**src/hdl/zlj_pkg.sv**
```systemverilog
package zlj_pkg;

  // Line length limit in counted bytes, and the paren depth ceiling.
  localparam int MAX_LINE  = 65536;
  localparam int MAX_DEPTH = 255;

  // Width of the line_length result field.
  localparam int LEN_W = 17;

  // Counter width: must hold MAX_LINE itself, and at least the result field.
  localparam int LINE_CNT_W = $clog2(MAX_LINE + 1);
  localparam int CNT_W      = (LINE_CNT_W > LEN_W) ? LINE_CNT_W : LEN_W;
  localparam int DEPTH_W    = $clog2(MAX_DEPTH + 1);

  // Queue between the front and the back; a power of two.
  localparam int FIFO_DEPTH = 4;
  localparam int FIFO_PTR_W = $clog2(FIFO_DEPTH);
  localparam int FIFO_CNT_W = $clog2(FIFO_DEPTH + 1);

  // Characters with a meaning of their own.
  localparam logic [7:0] CH_OPEN   = 8'h28;
  localparam logic [7:0] CH_CLOSE  = 8'h29;
  localparam logic [7:0] CH_SEMI   = 8'h3B;
  localparam logic [7:0] CH_QUOTE  = 8'h22;
  localparam logic [7:0] CH_BSLASH = 8'h5C;
  localparam logic [7:0] CH_NL     = 8'h0A;
  localparam logic [7:0] CH_SPACE  = 8'h20;

  // Byte class found by the front.
  typedef enum logic [2:0] {
    CLS_OTHER  = 3'd0,
    CLS_QUOTE  = 3'd1,
    CLS_OPEN   = 3'd2,
    CLS_CLOSE  = 3'd3,
    CLS_SEMI   = 3'd4,
    CLS_NL     = 3'd5,
    CLS_BSLASH = 3'd6,
    CLS_EOF    = 3'd7
  } cls_t;

  // Line close status codes.
  typedef enum logic [1:0] {
    STAT_OK            = 2'd0,
    STAT_MISSING_CLOSE = 2'd1,
    STAT_MISSING_OPEN  = 2'd2,
    STAT_NO_LINE       = 2'd3
  } status_t;

  // One queued item: its class and raw byte.
  typedef struct packed {
    cls_t       cls;
    logic [7:0] data;
  } entry_t;

  // Queue status as seen by the back.
  typedef struct packed {
    logic   not_empty;
    entry_t head;
  } fifo_head_t;

endpackage

```
**src/hdl/zone_line_joiner.sv**
```systemverilog
// Channel   Direction  Handshake              Payload
// input     in         in_valid / in_stall    char_byte, end_of_file
// result    out        out_valid / out_stall  char_valid, out_char, line_done,
//                                             line_status, line_length
// config    in         cfg_valid / cfg_ready  cfg_data (hold_comments)
//
// One byte is taken per cycle while the queue has room; each result passes
// through the queue, then the state update into the output register.
// The back part's per-byte state update runs one item a cycle unless stalled.
// Reset is synchronous and clears the line state, queue and hold_comments.
// A stall on the output stops the back part; the input stalls only once the
// four-entry queue is full.
module zone_line_joiner (
  input  logic        clk,
  input  logic        rst,
  input  logic        in_valid,
  output logic        in_stall,
  input  logic [7:0]  char_byte,
  input  logic        end_of_file,
  output logic        out_valid,
  input  logic        out_stall,
  output logic        char_valid,
  output logic [7:0]  out_char,
  output logic        line_done,
  output logic [1:0]  line_status,
  output logic [16:0] line_length,
  input  logic        cfg_valid,
  output logic        cfg_ready,
  input  logic        cfg_data
);
  import zlj_pkg::*;

  logic       push;
  entry_t     push_entry;
  logic       fifo_full;
  logic       pop;
  fifo_head_t head;

  // The configuration register takes a write in any cycle.
  assign cfg_ready = 1'b1;

  // Front: accept and classify bytes.
  zlj_front u_front (
    .in_valid    (in_valid),
    .in_stall    (in_stall),
    .char_byte   (char_byte),
    .end_of_file (end_of_file),
    .fifo_full   (fifo_full),
    .push        (push),
    .push_entry  (push_entry)
  );

  // Queue between the two parts.
  zlj_fifo u_fifo (
    .clk        (clk),
    .rst        (rst),
    .push       (push),
    .push_entry (push_entry),
    .full       (fifo_full),
    .pop        (pop),
    .head       (head)
  );

  // Back: line state and result register.
  zlj_back u_back (
    .clk         (clk),
    .rst         (rst),
    .cfg_valid   (cfg_valid),
    .cfg_data    (cfg_data),
    .head        (head),
    .pop         (pop),
    .out_valid   (out_valid),
    .out_stall   (out_stall),
    .char_valid  (char_valid),
    .out_char    (out_char),
    .line_done   (line_done),
    .line_status (line_status),
    .line_length (line_length)
  );

endmodule

```
**src/hdl/zlj_front.sv**
```systemverilog
module zlj_front (
  input  logic            in_valid,
  output logic            in_stall,
  input  logic [7:0]      char_byte,
  input  logic            end_of_file,
  input  logic            fifo_full,
  output logic            push,
  output zlj_pkg::entry_t push_entry
);
  import zlj_pkg::*;

  cls_t cls;

  // Classify the raw byte; end of file overrides the byte.
  always_comb begin
    if (end_of_file) begin
      cls = CLS_EOF;
    end else begin
      case (char_byte)
        CH_QUOTE:  cls = CLS_QUOTE;
        CH_OPEN:   cls = CLS_OPEN;
        CH_CLOSE:  cls = CLS_CLOSE;
        CH_SEMI:   cls = CLS_SEMI;
        CH_NL:     cls = CLS_NL;
        CH_BSLASH: cls = CLS_BSLASH;
        default:   cls = CLS_OTHER;
      endcase
    end
  end

  // A transaction is taken whenever the queue has room.
  assign in_stall        = fifo_full;
  assign push            = in_valid && !fifo_full;
  assign push_entry.cls  = cls;
  assign push_entry.data = char_byte;

endmodule

```
**src/hdl/zlj_fifo.sv**
```systemverilog
module zlj_fifo (
  input  logic                clk,
  input  logic                rst,
  input  logic                push,
  input  zlj_pkg::entry_t     push_entry,
  output logic                full,
  input  logic                pop,
  output zlj_pkg::fifo_head_t head
);
  import zlj_pkg::*;

  entry_t                mem [FIFO_DEPTH];
  logic [FIFO_PTR_W-1:0] wr_ptr;
  logic [FIFO_PTR_W-1:0] rd_ptr;
  logic [FIFO_CNT_W-1:0] count;

  assign full           = (count == FIFO_CNT_W'(FIFO_DEPTH));
  assign head.not_empty = (count != '0);
  assign head.head      = mem[rd_ptr];

  // Storage for queued items.
  always_ff @(posedge clk) begin
    if (push) begin
      mem[wr_ptr] <= push_entry;
    end
  end

  // Pointers and fill count.
  always_ff @(posedge clk) begin
    if (rst) begin
      wr_ptr <= '0;
      rd_ptr <= '0;
      count  <= '0;
    end else begin
      if (push) begin
        wr_ptr <= wr_ptr + 1'b1;
      end
      if (pop) begin
        rd_ptr <= rd_ptr + 1'b1;
      end
      if (push && !pop) begin
        count <= count + 1'b1;
      end else if (pop && !push) begin
        count <= count - 1'b1;
      end
    end
  end

endmodule

```
**src/hdl/zlj_back.sv**
```systemverilog
module zlj_back (
  input  logic                clk,
  input  logic                rst,
  input  logic                cfg_valid,
  input  logic                cfg_data,
  input  zlj_pkg::fifo_head_t head,
  output logic                pop,
  output logic                out_valid,
  input  logic                out_stall,
  output logic                char_valid,
  output logic [7:0]          out_char,
  output logic                line_done,
  output logic [1:0]          line_status,
  output logic [16:0]         line_length
);
  import zlj_pkg::*;

  logic               hold_comments;
  logic               quoting;
  logic [DEPTH_W-1:0] paren_depth;
  logic               skipping_comment;
  logic               prev_bslash;
  logic [CNT_W-1:0]   steps_taken;
  logic [CNT_W-1:0]   chars_emitted;

  logic               quoting_next;
  logic [DEPTH_W-1:0] paren_depth_next;
  logic               skipping_next;
  logic [CNT_W-1:0]   chars_next;
  logic [CNT_W-1:0]   steps_next;

  logic               escaped;
  logic               emit;
  logic               closed_early;
  logic               done;
  logic               result;
  logic [7:0]         ch;
  status_t            status;
  logic               out_free;

  // The output register frees up when it is empty or being taken.
  assign out_free = !out_valid || !out_stall;
  assign pop      = head.not_empty && out_free;
  assign escaped  = prev_bslash;

  // Per-byte state update.
  always_comb begin
    quoting_next     = quoting;
    paren_depth_next = paren_depth;
    skipping_next    = skipping_comment;
    emit             = 1'b0;
    closed_early     = 1'b0;
    done             = 1'b0;
    ch               = head.head.data;
    status           = STAT_OK;
    chars_next       = chars_emitted;
    steps_next       = steps_taken;

    if (head.head.cls == CLS_EOF) begin
      closed_early = 1'b1;
      if (chars_emitted == '0) begin
        status = STAT_NO_LINE;
      end else if (paren_depth != '0) begin
        status = STAT_MISSING_CLOSE;
      end
    end else if (!(skipping_comment && head.head.cls != CLS_NL)) begin
      case (head.head.cls)
        CLS_QUOTE: begin
          emit = 1'b1;
          if (!escaped) begin
            quoting_next = !quoting;
          end
        end
        CLS_OPEN: begin
          emit = 1'b1;
          if (!quoting && !escaped) begin
            ch = CH_SPACE;
            if (paren_depth != DEPTH_W'(MAX_DEPTH)) begin
              paren_depth_next = paren_depth + 1'b1;
            end
          end
        end
        CLS_CLOSE: begin
          if (quoting || escaped) begin
            emit = 1'b1;
          end else if (paren_depth == '0) begin
            closed_early = 1'b1;
            status       = STAT_MISSING_OPEN;
          end else begin
            emit             = 1'b1;
            ch               = CH_SPACE;
            paren_depth_next = paren_depth - 1'b1;
          end
        end
        CLS_SEMI: begin
          if (!quoting && !escaped && !hold_comments) begin
            skipping_next = 1'b1;
          end else begin
            emit = 1'b1;
          end
        end
        CLS_NL: begin
          if (escaped) begin
            emit = 1'b1;
          end else begin
            skipping_next = 1'b0;
            if (paren_depth == '0) begin
              closed_early = 1'b1;
            end else begin
              emit = 1'b1;
              ch   = CH_SPACE;
            end
          end
        end
        default: begin
          emit = 1'b1;
        end
      endcase

      if (!closed_early) begin
        steps_next = steps_taken + 1'b1;
        if (emit) begin
          chars_next = chars_emitted + 1'b1;
        end
        if (steps_taken == CNT_W'(MAX_LINE - 1)) begin
          done = 1'b1;
          if (paren_depth_next != '0) begin
            status = STAT_MISSING_CLOSE;
          end
        end
      end
    end

    result = emit || done || closed_early;
  end

  // Configuration register; always ready.
  always_ff @(posedge clk) begin
    if (rst) begin
      hold_comments <= 1'b0;
    end else if (cfg_valid) begin
      hold_comments <= cfg_data;
    end
  end

  // Line state, cleared when a line closes.
  always_ff @(posedge clk) begin
    if (rst) begin
      quoting          <= 1'b0;
      paren_depth      <= '0;
      skipping_comment <= 1'b0;
      prev_bslash      <= 1'b0;
      steps_taken      <= '0;
      chars_emitted    <= '0;
    end else if (pop) begin
      if (done || closed_early) begin
        quoting          <= 1'b0;
        paren_depth      <= '0;
        skipping_comment <= 1'b0;
        prev_bslash      <= 1'b0;
        steps_taken      <= '0;
        chars_emitted    <= '0;
      end else if (!(skipping_comment && head.head.cls != CLS_NL)) begin
        quoting          <= quoting_next;
        paren_depth      <= paren_depth_next;
        skipping_comment <= skipping_next;
        prev_bslash      <= (head.head.cls == CLS_BSLASH);
        steps_taken      <= steps_next;
        chars_emitted    <= chars_next;
      end
    end
  end

  // Output register valid.
  always_ff @(posedge clk) begin
    if (rst) begin
      out_valid <= 1'b0;
    end else if (out_free) begin
      out_valid <= pop && result;
    end
  end

  // Output register payload.
  always_ff @(posedge clk) begin
    if (pop && result) begin
      char_valid  <= emit;
      out_char    <= emit ? ch : 8'h00;
      line_done   <= done || closed_early;
      line_status <= status;
      line_length <= chars_next[LEN_W-1:0];
    end
  end

endmodule
```
**config.mk**
```make
export PLATFORM = sky130hd
export DESIGN_NAME = zone_line_joiner
export DESIGN_NICKNAME = d
export VERILOG_FILES = /design/src/hdl/zlj_pkg.sv /design/src/hdl/zone_line_joiner.sv /design/src/hdl/zlj_front.sv /design/src/hdl/zlj_fifo.sv /design/src/hdl/zlj_back.sv
export SDC_FILE = /design/constraint.sdc
export NUM_CORES = 1
export LEC_CHECK = 0
export BUFFER_PORTS_ARGS = -buffer_cell sky130_fd_sc_hd__buf_2
export CORE_ASPECT_RATIO = 0.8
export CORE_UTILIZATION = 41
export CTS_CLUSTER_DIAMETER = 200
export CTS_CLUSTER_SIZE = 30
export DETAILED_ROUTE_END_ITERATION = 6
export GPL_ROUTABILITY_DRIVEN = 0
export SETUP_SLACK_MARGIN = 0.4
export SLEW_MARGIN = 20
export SYNTH_ARGS = -nofsm -noshare
export SYNTH_HDL_FRONTEND = slang
export SYNTH_SLANG_ARGS = --single-unit
```
**constraint.sdc**
```tcl
create_clock -name clk -period 7.4 [get_ports clk]
set_input_delay 0 -clock clk [delete_from_list [all_inputs] [get_ports clk]]
set_output_delay 0 -clock clk [all_outputs]
set_load 0.05 [all_outputs]
```
==> results.sh, run 1 <==
export IMPL_end_kind="register"
export IMPL_cts_made_buffers=17
export IMPL_seq_power_share_pct=32.2
export IMPL_max_slew_margin_pct=27.47
export IMPL_synth_edf_count=73
export IMPL_status="complete, no violations"
export IMPL_yosysWarnings=0
export IMPL_cpMostUsedCell="inv_2"
export IMPL_ctsRootBufferMaster="clkbuf_16"
export IMPL_hold_end="u_fifo.wr_ptr[0]$_SDFFE_PP0P_"
export IMPL_hpwlAfterDp_um=10130
export IMPL_fin_crit_sh_pct=55.37
export IMPL_grt_antenna_before_repair=0
export IMPL_rr_endpoint="u_back.chars_emitted[0]$_SDFFE_PP0P_"
export IMPL_postSynthCellCount=618
export IMPL_timing_fmax_ghz=0.2441
export IMPL_wire_per_inst_um=17.22
export IMPL_grtUsageTotal_pct=19.92
export IMPL_viasPerCell=5.718
export IMPL_rrSetupSlack_ns=3.30
export IMPL_avgSynthCellArea_um2=10.57
export IMPL_drtIter0Drc=260
export IMPL_start_util_pct=42.78
export IMPL_cpPeakStageDelay_ns=0.81
export IMPL_synthFlopType="edfxtp_1"
export IMPL_die_w_um=143.1
export IMPL_fill_cells=1376
export IMPL_hold_violations=0
export IMPL_port_buffers=45
export IMPL_cts_setup_buffers=0
export IMPL_async_reset_ff_share_pct=0
export IMPL_setup_tns_ns=0
export IMPL_worstMarginPinSlew_ns=1.084
export IMPL_cts_tree="yes"
export IMPL_hp_start="in_valid"
export IMPL_crit_arrival_ns=4.41
export IMPL_std_cell_rows=40
export IMPL_critical_path_slowest_cell="dfxtp_1"
export IMPL_diodes=0
export IMPL_finalWirelength_um=15130
export IMPL_utilization_pct=49.92
export IMPL_ys_ff_latch=129
export IMPL_ir_drop_uv=218.0
export IMPL_syn_to_final_growth_pct=16.69
export IMPL_layout_drive_gt1_share_pct=15.25
export IMPL_powerDensity_mw_per_mm2=422.2
export IMPL_cts_sinks=129
export IMPL_ant_nets=0
export IMPL_internal_power_uw=1894
export IMPL_vias=5026
export IMPL_syn_nets=645
export IMPL_p_sw_share_pct=41.14
export IMPL_yosysTopAreaCell="edfxtp_1"
export IMPL_p_leak_uw=0.002646
export IMPL_slew_viol_final=0
export IMPL_grt_overflow=0
export IMPL_p_switching_uw=1323
export IMPL_grt_max_degree=47
export IMPL_clk_pin_slew_ns=0.06
export IMPL_stdcell_count=879
export IMPL_max_cap_viol_count=0
export IMPL_grt_pass1_vias=4751
export IMPL_required_ns=7.72
export IMPL_crit_path_max_fanout=31
export IMPL_setup_viol=0
export IMPL_cts_max_path_buffers=2
export IMPL_holdPathStages=4
export IMPL_period_needed_ns=4.097
export IMPL_h_tree_depth=4
export IMPL_power_frac_comb_pct=39.1
export IMPL_min_delay_path_class="input port to register"
export IMPL_clock_skew_ns=0.01444
export IMPL_yosys_top_cells_count="73 x edfxtp_1, 62 x nor2_1, 56 x dfxtp_1, 48 x nand2_1, 26 x clkbuf_1"
export IMPL_yosysMostFrequentCell="edfxtp_1"
export IMPL_finalPower_uw=3217
export IMPL_nNetsFinal=683
export IMPL_die_area_mm2=0.01644
export IMPL_path_cells="mux4_2, a311o_1, a32o_2, nor2_1, inv_2, o21ai_1, inv_2, o31ai_1"
export IMPL_rsz0062_at_grt="false"
export IMPL_drc=0
export IMPL_worst_setup_path_start_kind="register"
export IMPL_drt_pre_antenna_iters=5
export IMPL_synth_top_area_share_pct=33.57
export IMPL_clockPowerShare_pct=28.6
export IMPL_syn_area_mm2=0.006530
export IMPL_dp_cells=835
export IMPL_grt_pass1_wl_um=24800
export IMPL_ios=47
export IMPL_coreArea_mm2=0.01526
export IMPL_clk_latency_ns=0.41
export IMPL_synthTopCellsByArea="edfxtp_1 34%, dfxtp_1 17%, nor2_1 3.6%, xnor2_1 3.0%, nand2_1 2.8%"
export IMPL_reg2reg_depth=8
export IMPL_yosysSeqAreaShare_pct=50.74
export IMPL_die_y_um=114.9
export IMPL_ys_types=75
export IMPL_path_class="register to register"
[kinds of logic after synthesis]
family | count (synthesis) | synth area share (%)
AO/OA/AOI/OAI | 107 | 11.61
XOR/XNOR | 38 | 5.097
adder cells (fa/ha/maj) | 12 | 2.414
buffers and inverters | 62 | 4.215
flip-flops | 129 | 50.74
multiplexers | 16 | 4.790
other | 1 | 0.05743
AND/OR/NAND/NOR | 253 | 21.08
[critical path: cells and delay by family, from the launching register on]
family          cells  cell delay, ns
compound gates      4            1.23
mux                 1            0.75
simple gates        1            0.68
buf+inv             2            0.51
flops               1            0.81
[power by group through the flow]
stage | clock network (µW) | registers, µW | logic, µW
floorplan | 0 | 1330 | 681
global placement | 0 | 1050 | 1230
detailed placement | 0 | 1060 | 1240
CTS | 938 | 1040 | 1250
global route | 967 | 1060 | 1350
finish | 921 | 1040 | 1260
[metal layers]
| layer | vias up | share of wire (%) | global-route usage, % |
|---|---|---|---|
| li1 | 2386 | - | - |
| met5 | - | 0 | 0 |
| met3 | 19 | 6.1 | 4.581 |
| met4 | 0 | 1.6 | 8.244 |
| met2 | 171 | 47 | 30.67 |
| met1 | 2450 | 46 | 27.09 |
[cells in the final DEF (no fill, tap or decap), types with 7 or more instances in the layout]
cell type,count
edfxtp_1,73
xor2_1,16
and4_1,7
nand4_1,10
and2_1,8
ha_1,11
dlygate4sd3_1,12
nand3_1,25
and3_1,13
mux4_2,7
xnor2_1,22
nor4_1,10
a21oi_1,16
or4b_1,7
dfxtp_1,56
nor2_1,62
clkbuf_16,17
nor2b_1,17
o21ai_0,15
nor3_1,10
inv_1,19
a31oi_1,14
nand2_1,48
o211ai_1,12
buf_2,45
[what timing repair did]
action | 4_1_cts | 5_1_grt
hold endpoints to repair | 38 | 0
gates resized for setup | 0 | 0
hold buffers | 12 | 0
[worst max path at each step]
stage / cells after the start / endpoint / slack (ns)
floorplan: 9 / u_fifo.count[2]$_SDFFE_PP0P_ / 4.52
global placement: 8 / u_back.chars_emitted[1]$_SDFFE_PP0P_ / 3.41
detailed placement: 8 / u_back.chars_emitted[0]$_SDFFE_PP0P_ / 3.30
CTS: 8 / u_back.chars_emitted[0]$_SDFFE_PP0P_ / 3.29
global route: 8 / u_back.chars_emitted[0]$_SDFFE_PP0P_ / 2.99
finish: 8 / u_back.chars_emitted[0]$_SDFFE_PP0P_ / 3.30
[state kept, by name (all words and copies together), names as in the netlist, named ones only]
register / cells
u_back.quoting: 1
u_back.line_length: 17
u_back.line_status: 2
u_back.char_valid: 1
u_back.out_char: 8
u_back.escaped: 1
u_fifo.mem: 44
u_back.paren_depth: 8
u_back.skipping_comment: 1
u_back.line_done: 1
u_back.hold_comments: 1
u_fifo.count: 3
u_fifo.wr_ptr: 2
u_back.steps_taken: 17
u_back.out_valid: 1
u_back.chars_emitted: 17
u_fifo.rd_ptr: 2
[metrics by stage]
step           hold slack, ns  area (µm²)  setup slack (ns)
6_report               0.1958        7620             3.303
5_1_grt                0.2352        7620             2.986
4_1_cts                0.1839        7614             3.289
3_5_place_dp           0.2590        6840             3.301
3_3_place_gp           0.2358        6840             3.409
2_1_floorplan         0.09887        6530             4.522
[area by class of cell]
cell class / instances / area, µm² / share of cell area [%]
Timing Repair Buffer: 59 / 360.3 / 4.729
Inverter: 22 / 82.58 / 1.084
Sequential cell: 129 / 3313 / 43.48
Clock inverter: 12 / 206.4 / 2.709
Tap cell: 210 / 262.8 / 3.448
Clock buffer: 20 / 446.7 / 5.862
Multi-Input combinational cell: 427 / 2948 / 38.69
Note: power is estimated with default switching activity, not from simulation.
==> run 2: changes to the inputs <==
Settings changed: ABC_AREA set to 1.
Clock period 7.4 ns to 3.8 ns, I/O delays scaled along.
==> results.sh, run 2 <==
export IMPL_wire_per_inst_um=14.14
export IMPL_timing_fmax_ghz=0.3278
export IMPL_async_reset_ff_share_pct=0
export IMPL_final_cell_mix="200 x nand2_1, 87 x nor2_1, 77 x inv_1"
export IMPL_max_slew_margin_pct=35.09
export IMPL_cts_max_path_buffers=2
export IMPL_syn_to_final_growth_pct=16.73
export IMPL_die_y_um=115.1
export IMPL_reg2reg_depth=14
export IMPL_grt_overflow=0
export IMPL_die_area_mm2=0.01649
export IMPL_dp_cells=1032
export IMPL_path_class="register to register"
export IMPL_yosysTopAreaCell="edfxtp_1"
export IMPL_grt_pass1_vias=4896
export IMPL_port_buffers=45
export IMPL_worstMarginPinSlew_ns=0.9701
export IMPL_postSynthCellCount=794
export IMPL_holdPathStages=2
export IMPL_grtUsageTotal_pct=20.13
export IMPL_worst_setup_path_start_kind="register"
export IMPL_start_util_pct=42.77
export IMPL_utilization_pct=49.93
export IMPL_cts_tree="yes"
export IMPL_synthFlopType="edfxtp_1"
export IMPL_crit_arrival_ns=3.18
export IMPL_final_common_cell="nand2_1"
export IMPL_grt_antenna_before_repair=0
export IMPL_cts_made_buffers=17
export IMPL_top_register="u_fifo.mem"
export IMPL_drc=0
export IMPL_avgSynthCellArea_um2=8.249
export IMPL_dpl_cell_area_mm2=0.006955
export IMPL_clk_latency_ns=0.43
export IMPL_clock_skew_ns=0.008113
export IMPL_max_cap_viol_count=0
export IMPL_cts_setup_buffers=0
export IMPL_drtIter0Drc=525
export IMPL_hp_start="rst"
export IMPL_setup_tns_ns=0
export IMPL_hpwlAfterDp_um=10440
export IMPL_end_kind="register"
export IMPL_clk_pin_slew_ns=0.06
export IMPL_grt_pass1_wl_um=25120
export IMPL_die_w_um=143.3
export IMPL_slew_viol_final=0
export IMPL_ant_nets=0
export IMPL_syn_nets=821
export IMPL_layout_drive_gt1_share_pct=12.69
export IMPL_stdcell_count=1077
export IMPL_diodes=0
export IMPL_synthTopCellsByArea="edfxtp_1 33%, dfxtp_1 17%, nand2_1 11%, nor2_1 5.1%, nand3_1 5.0%"
export IMPL_rr_endpoint="u_back.line_length[9]$_DFFE_PP_"
export IMPL_synth_top_area_share_pct=33.47
export IMPL_viasPerCell=5.006
export IMPL_ir_drop_uv=468.3
export IMPL_std_cell_rows=40
export IMPL_hold_violations=0
export IMPL_grt_max_degree=34
export IMPL_finalWirelength_um=15220
export IMPL_ios=47
export IMPL_powerDensity_mw_per_mm2=876.4
export IMPL_yosys_top_cells_count="200 x nand2_1, 89 x nor2_1, 77 x inv_1, 73 x edfxtp_1, 65 x nand3_1"
export IMPL_rrSetupSlack_ns=0.75
export IMPL_setup_viol=0
export IMPL_fin_crit_sh_pct=80.28
export IMPL_coreArea_mm2=0.01531
export IMPL_required_ns=3.93
export IMPL_ys_types=48
export IMPL_crit_path_max_fanout=24
export IMPL_p_leak_uw=0.003110
export IMPL_syn_area_mm2=0.006550
export IMPL_cts_sinks=129
export IMPL_ys_ff_latch=129
export IMPL_yosysSeqAreaShare_pct=50.58
export IMPL_vias=5391
export IMPL_yosysWarnings=0
export IMPL_synth_edf_count=73
export IMPL_drt_pre_antenna_iters=5
export IMPL_largest_reg_flops=44
export IMPL_h_tree_depth=4
export IMPL_period_needed_ns=3.051
export IMPL_yosysMostFrequentCell="nand2_1"
export IMPL_rsz0062_at_grt="false"
export IMPL_status="complete, no violations"
export IMPL_min_delay_path_class="input port to register"
export IMPL_ctsRootBufferMaster="clkbuf_16"
export IMPL_hold_end="u_back.paren_depth[1]$_SDFFE_PP0P_"
export IMPL_finalInstanceArea_mm2=0.007646
export IMPL_nNetsFinal=881
[run 2: final cells by class]
class                           instances  area, µm²
Clock buffer                           18      429.2
Clock inverter                         14      128.9
Fill cell                            1482       7669
Inverter                               85      326.6
Multi-Input combinational cell        558       2780
Sequential cell                       129       3313
Tap cell                              210      262.8
Timing Repair Buffer                   63      405.4
[run 2: logic make-up (layout without fill, tap and decap cells)]
| logic type | count (synthesis) | in the layout | share of synthesized area, % |
|---|---|---|---|
| AND/OR/NAND/NOR | 427 | 427 | 29.07 |
| buffers and inverters | 107 | 180 | 7.049 |
| flip-flops | 129 | 129 | 50.58 |
| AO/OA/AOI/OAI | 103 | 103 | 8.825 |
| other | 1 | 1 | 0.05725 |
| XOR/XNOR | 15 | 15 | 2.006 |
| adder cells (fa/ha/maj) | 12 | 12 | 2.407 |
[run 2: power by group]
group / switching, µW / total, µW / internal [µW]
logic: 2370 / 3090 / 718
registers: 139 / 2050 / 1910
clock network: 653 / 1560 / 907
total: 3160 / 6700 / 3540
[run 2: worst max path at each step]
stage,cells after the start,slack [ns],startpoint,endpoint
floorplan,11,1.03,u_back.steps_taken[6]$_SDFFE_PP0P_,u_back.char_valid$_DFFE_PP_
global placement,14,0.86,register,u_back.line_length[12]$_DFFE_PP_
detailed placement,13,0.73,register,u_back.line_length[14]$_DFFE_PP_
CTS,13,0.73,register,u_back.line_length[9]$_DFFE_PP_
global route,13,0.40,register,u_back.line_length[9]$_DFFE_PP_
finish,14,0.75,register,u_back.line_length[9]$_DFFE_PP_
[run 2: stage by stage]
stage / setup WS, ns / hold slack [ns] / power, µW
floorplan: 1.026 / 0.09427 / 4423
global placement: 0.8583 / 0.1945 / 5139
detailed placement: 0.7270 / 0.1999 / 5167
CTS: 0.7333 / 0.1172 / 6739
global route: 0.4008 / 0.1345 / 7128
finish: 0.7494 / 0.1213 / 6701
[run 2: what timing repair did]
action	4_1_cts	5_1_grt
hold buffers	13	0
hold endpoints to repair	47	0
resized for setup	0	0
[run 2: critical path, stage by stage (launching register included)]
cell,delay (ns)
dfxtp_1,0.37
inv_4,0.22
nand2_1,0.11
nand3_1,0.09
nand2_2,0.10
nor2_2,0.18
nand2_1,0.11
nand2_1,0.10
nand3_1,0.08
nand2_2,0.29
nand2_1,0.18
inv_2,0.20
o21ai_0,0.13
inv_1,0.34
buf_12,0.23
[run 2: per-layer routing]
layer  up-vias  wire length, µm  share of wire, %  track usage [%]
li1       2768                -                 -                -
met1      2445             7893                52            29.07
met2       159             6366                42            29.43
met3        19              727               4.8            4.581
met4         0              236               1.6            7.305
met5         -                0                 0                0
==> run 3: changes to the inputs <==
Clock period 3.8 ns to 2.5 ns, I/O delays scaled along.
==> results.sh, run 3 (synthesis gave the netlist of run 2 again) <==
export IMPL_status="complete, no violations"
export IMPL_cts_tree="yes"
export IMPL_nNetsFinal=982
export IMPL_syn_to_final_growth_pct=42.10
export IMPL_ir_drop_uv=805.2
export IMPL_worstMarginPinSlew_ns=0.5559
export IMPL_dpl_cell_area_mm2=0.007198
export IMPL_setup_tns_ns=0
export IMPL_fin_crit_sh_pct=91.03
export IMPL_diodes=0
export IMPL_cts_made_buffers=17
export IMPL_wire_per_inst_um=14.95
export IMPL_coreArea_mm2=0.01531
export IMPL_hpwlAfterDp_um=10570
export IMPL_final_cell_mix="170 x nand2_1, 75 x buf_4, 73 x edfxtp_1"
export IMPL_top_register="u_fifo.mem"
export IMPL_end_kind="register"
export IMPL_max_slew_margin_pct=62.60
export IMPL_viasPerCell=5.144
export IMPL_clk_pin_slew_ns=0.06
export IMPL_path_class="register to register"
export IMPL_die_y_um=115.1
export IMPL_clk_latency_ns=0.43
export IMPL_h_tree_depth=4
export IMPL_grtUsageTotal_pct=21.24
export IMPL_cts_max_path_buffers=2
export IMPL_final_common_cell="nand2_1"
export IMPL_grt_antenna_before_repair=0
export IMPL_hold_violations=0
export IMPL_timing_fmax_ghz=0.4394
export IMPL_rsz0062_at_grt="true"
export IMPL_seq_area_mm2=0.003338
export IMPL_ant_nets=0
export IMPL_required_ns=2.86
export IMPL_slew_viol_final=0
export IMPL_vias=6060
export IMPL_grt_pass1_wl_um=26820
export IMPL_min_delay_path_class="input port to register"
export IMPL_finalInstanceArea_mm2=0.009308
export IMPL_port_buffers=45
export IMPL_grt_max_degree=22
export IMPL_crit_arrival_ns=2.63
export IMPL_grt_pass1_vias=5452
export IMPL_crit_path_max_fanout=8
export IMPL_max_cap_viol_count=0
export IMPL_setup_viol=0
export IMPL_cts_sinks=129
export IMPL_ios=47
export IMPL_largest_reg_flops=44
export IMPL_drtIter0Drc=510
export IMPL_die_w_um=143.3
export IMPL_multiInputGateArea_mm2=0.003382
export IMPL_layout_drive_gt1_share_pct=36.36
export IMPL_fill_cells=1275
export IMPL_period_needed_ns=2.276
export IMPL_start_util_pct=42.77
export IMPL_worst_setup_path_start_kind="register"
export IMPL_finalWirelength_um=17620
export IMPL_p_leak_uw=0.003817
export IMPL_clock_skew_ns=0.008795
export IMPL_die_area_mm2=0.01649
export IMPL_drc=0
export IMPL_drt_pre_antenna_iters=5
export IMPL_grt_overflow=0
export IMPL_std_cell_rows=40
export IMPL_powerDensity_mw_per_mm2=1458
export IMPL_ctsRootBufferMaster="clkbuf_16"
==> run 3: cell types whose count changed in the layout (fill, tap and decap cells not counted), moves of 12 or more <==
| cell | change |
|---|---|
| nand2_2 | +20 |
| buf_6 | +16 |
| nand3_1 | -23 |
| nor2_1 | -20 |
| nor3_1 | -13 |
| buf_4 | +71 |
| nand3_2 | +19 |
| nor3_2 | +12 |
| dfxtp_1 | -14 |
| nor2_2 | +13 |
| nand2_1 | -30 |
==> run 3: final cells by class <==
cell class | count | area share (%)
Timing Repair inverter | 4 | 0.5377
Clock inverter | 10 | 0.8066
Multi-Input combinational cell | 558 | 36.34
Timing Repair Buffer | 160 | 14.30
Tap cell | 210 | 2.823
Clock buffer | 22 | 5.323
Sequential cell | 129 | 35.87
Inverter | 85 | 4.006
==> run 3: metal layers <==
layer  routed length (µm)  part of all wire [%]  global-route usage, %
met5                    0                     0                      0
met4                  282                   1.6                  6.879
met3                 1034                   5.9                  4.332
met2                 8065                    46                  33.63
met1                 8232                    47                  29.17
==> run 3: power by group <==
group,switching (µW),total (µW),leakage (µW),internal [µW]
Clock,952,2360,0.000282,1410
Sequential,244,3170,0.00115,2920
Combinational,4910,8030,0.00238,3120
Total,6110,13600,0.00382,7460
==> run 3: timing repair <==
item                                   CTS  global route
gates cloned                             5             3
resized for setup                       81           128
hold buffers                            14             0
endpoints found under the hold margin   57             0
pin swaps                               36            43
setup endpoints to repair               98           101
setup buffers                           37            33
==> run 3: worst paths after layout <==
check,slack [ns],endpoint,start,cells after the start
worst max register to register,0.22,u_back.steps_taken[12]$_SDFFE_PP0P_,register,15
worst min register to register,0.46,u_back.steps_taken[9]$_SDFFE_PP0P_,u_back.steps_taken[8]$_SDFFE_PP0P_,2
worst max-delay path,0.22,u_back.steps_taken[12]$_SDFFE_PP0P_,register,15
worst min-delay path,0.02,u_back.steps_taken[9]$_SDFFE_PP0P_,rst,4
==> run 3: per-stage QoR <==
step,std cells,total power [µW],util (%),setup slack (ns),hold slack [ns]
after floorplan,794,6827,-,0.3329,0.09427
after global placement,1054,8307,47.00,0.1379,0.1919
after detailed placement,1054,8335,47.00,0.1003,0.1970
after CTS,1142,12070,56.09,0.2945,0.008188
after global routing,1178,14270,60.78,0.1000,0.02248
final,1178,13570,60.78,0.2242,0.01877
==> run 3: worst max-delay path, stage by stage, from the launching register on <==
cell and delay (ns):
dfxtp_4 0.43, buf_6 0.15, nand2_4 0.06, nand2_2 0.07
nand2_2 0.06, nand2_4 0.09, nor2_2 0.06, nand3_2 0.08
nand2_2 0.08, o21ai_4 0.19, nand2_4 0.08, buf_6 0.14
buf_12 0.12, a21oi_4 0.25, clkinv_4 0.15, nor3b_2 0.18
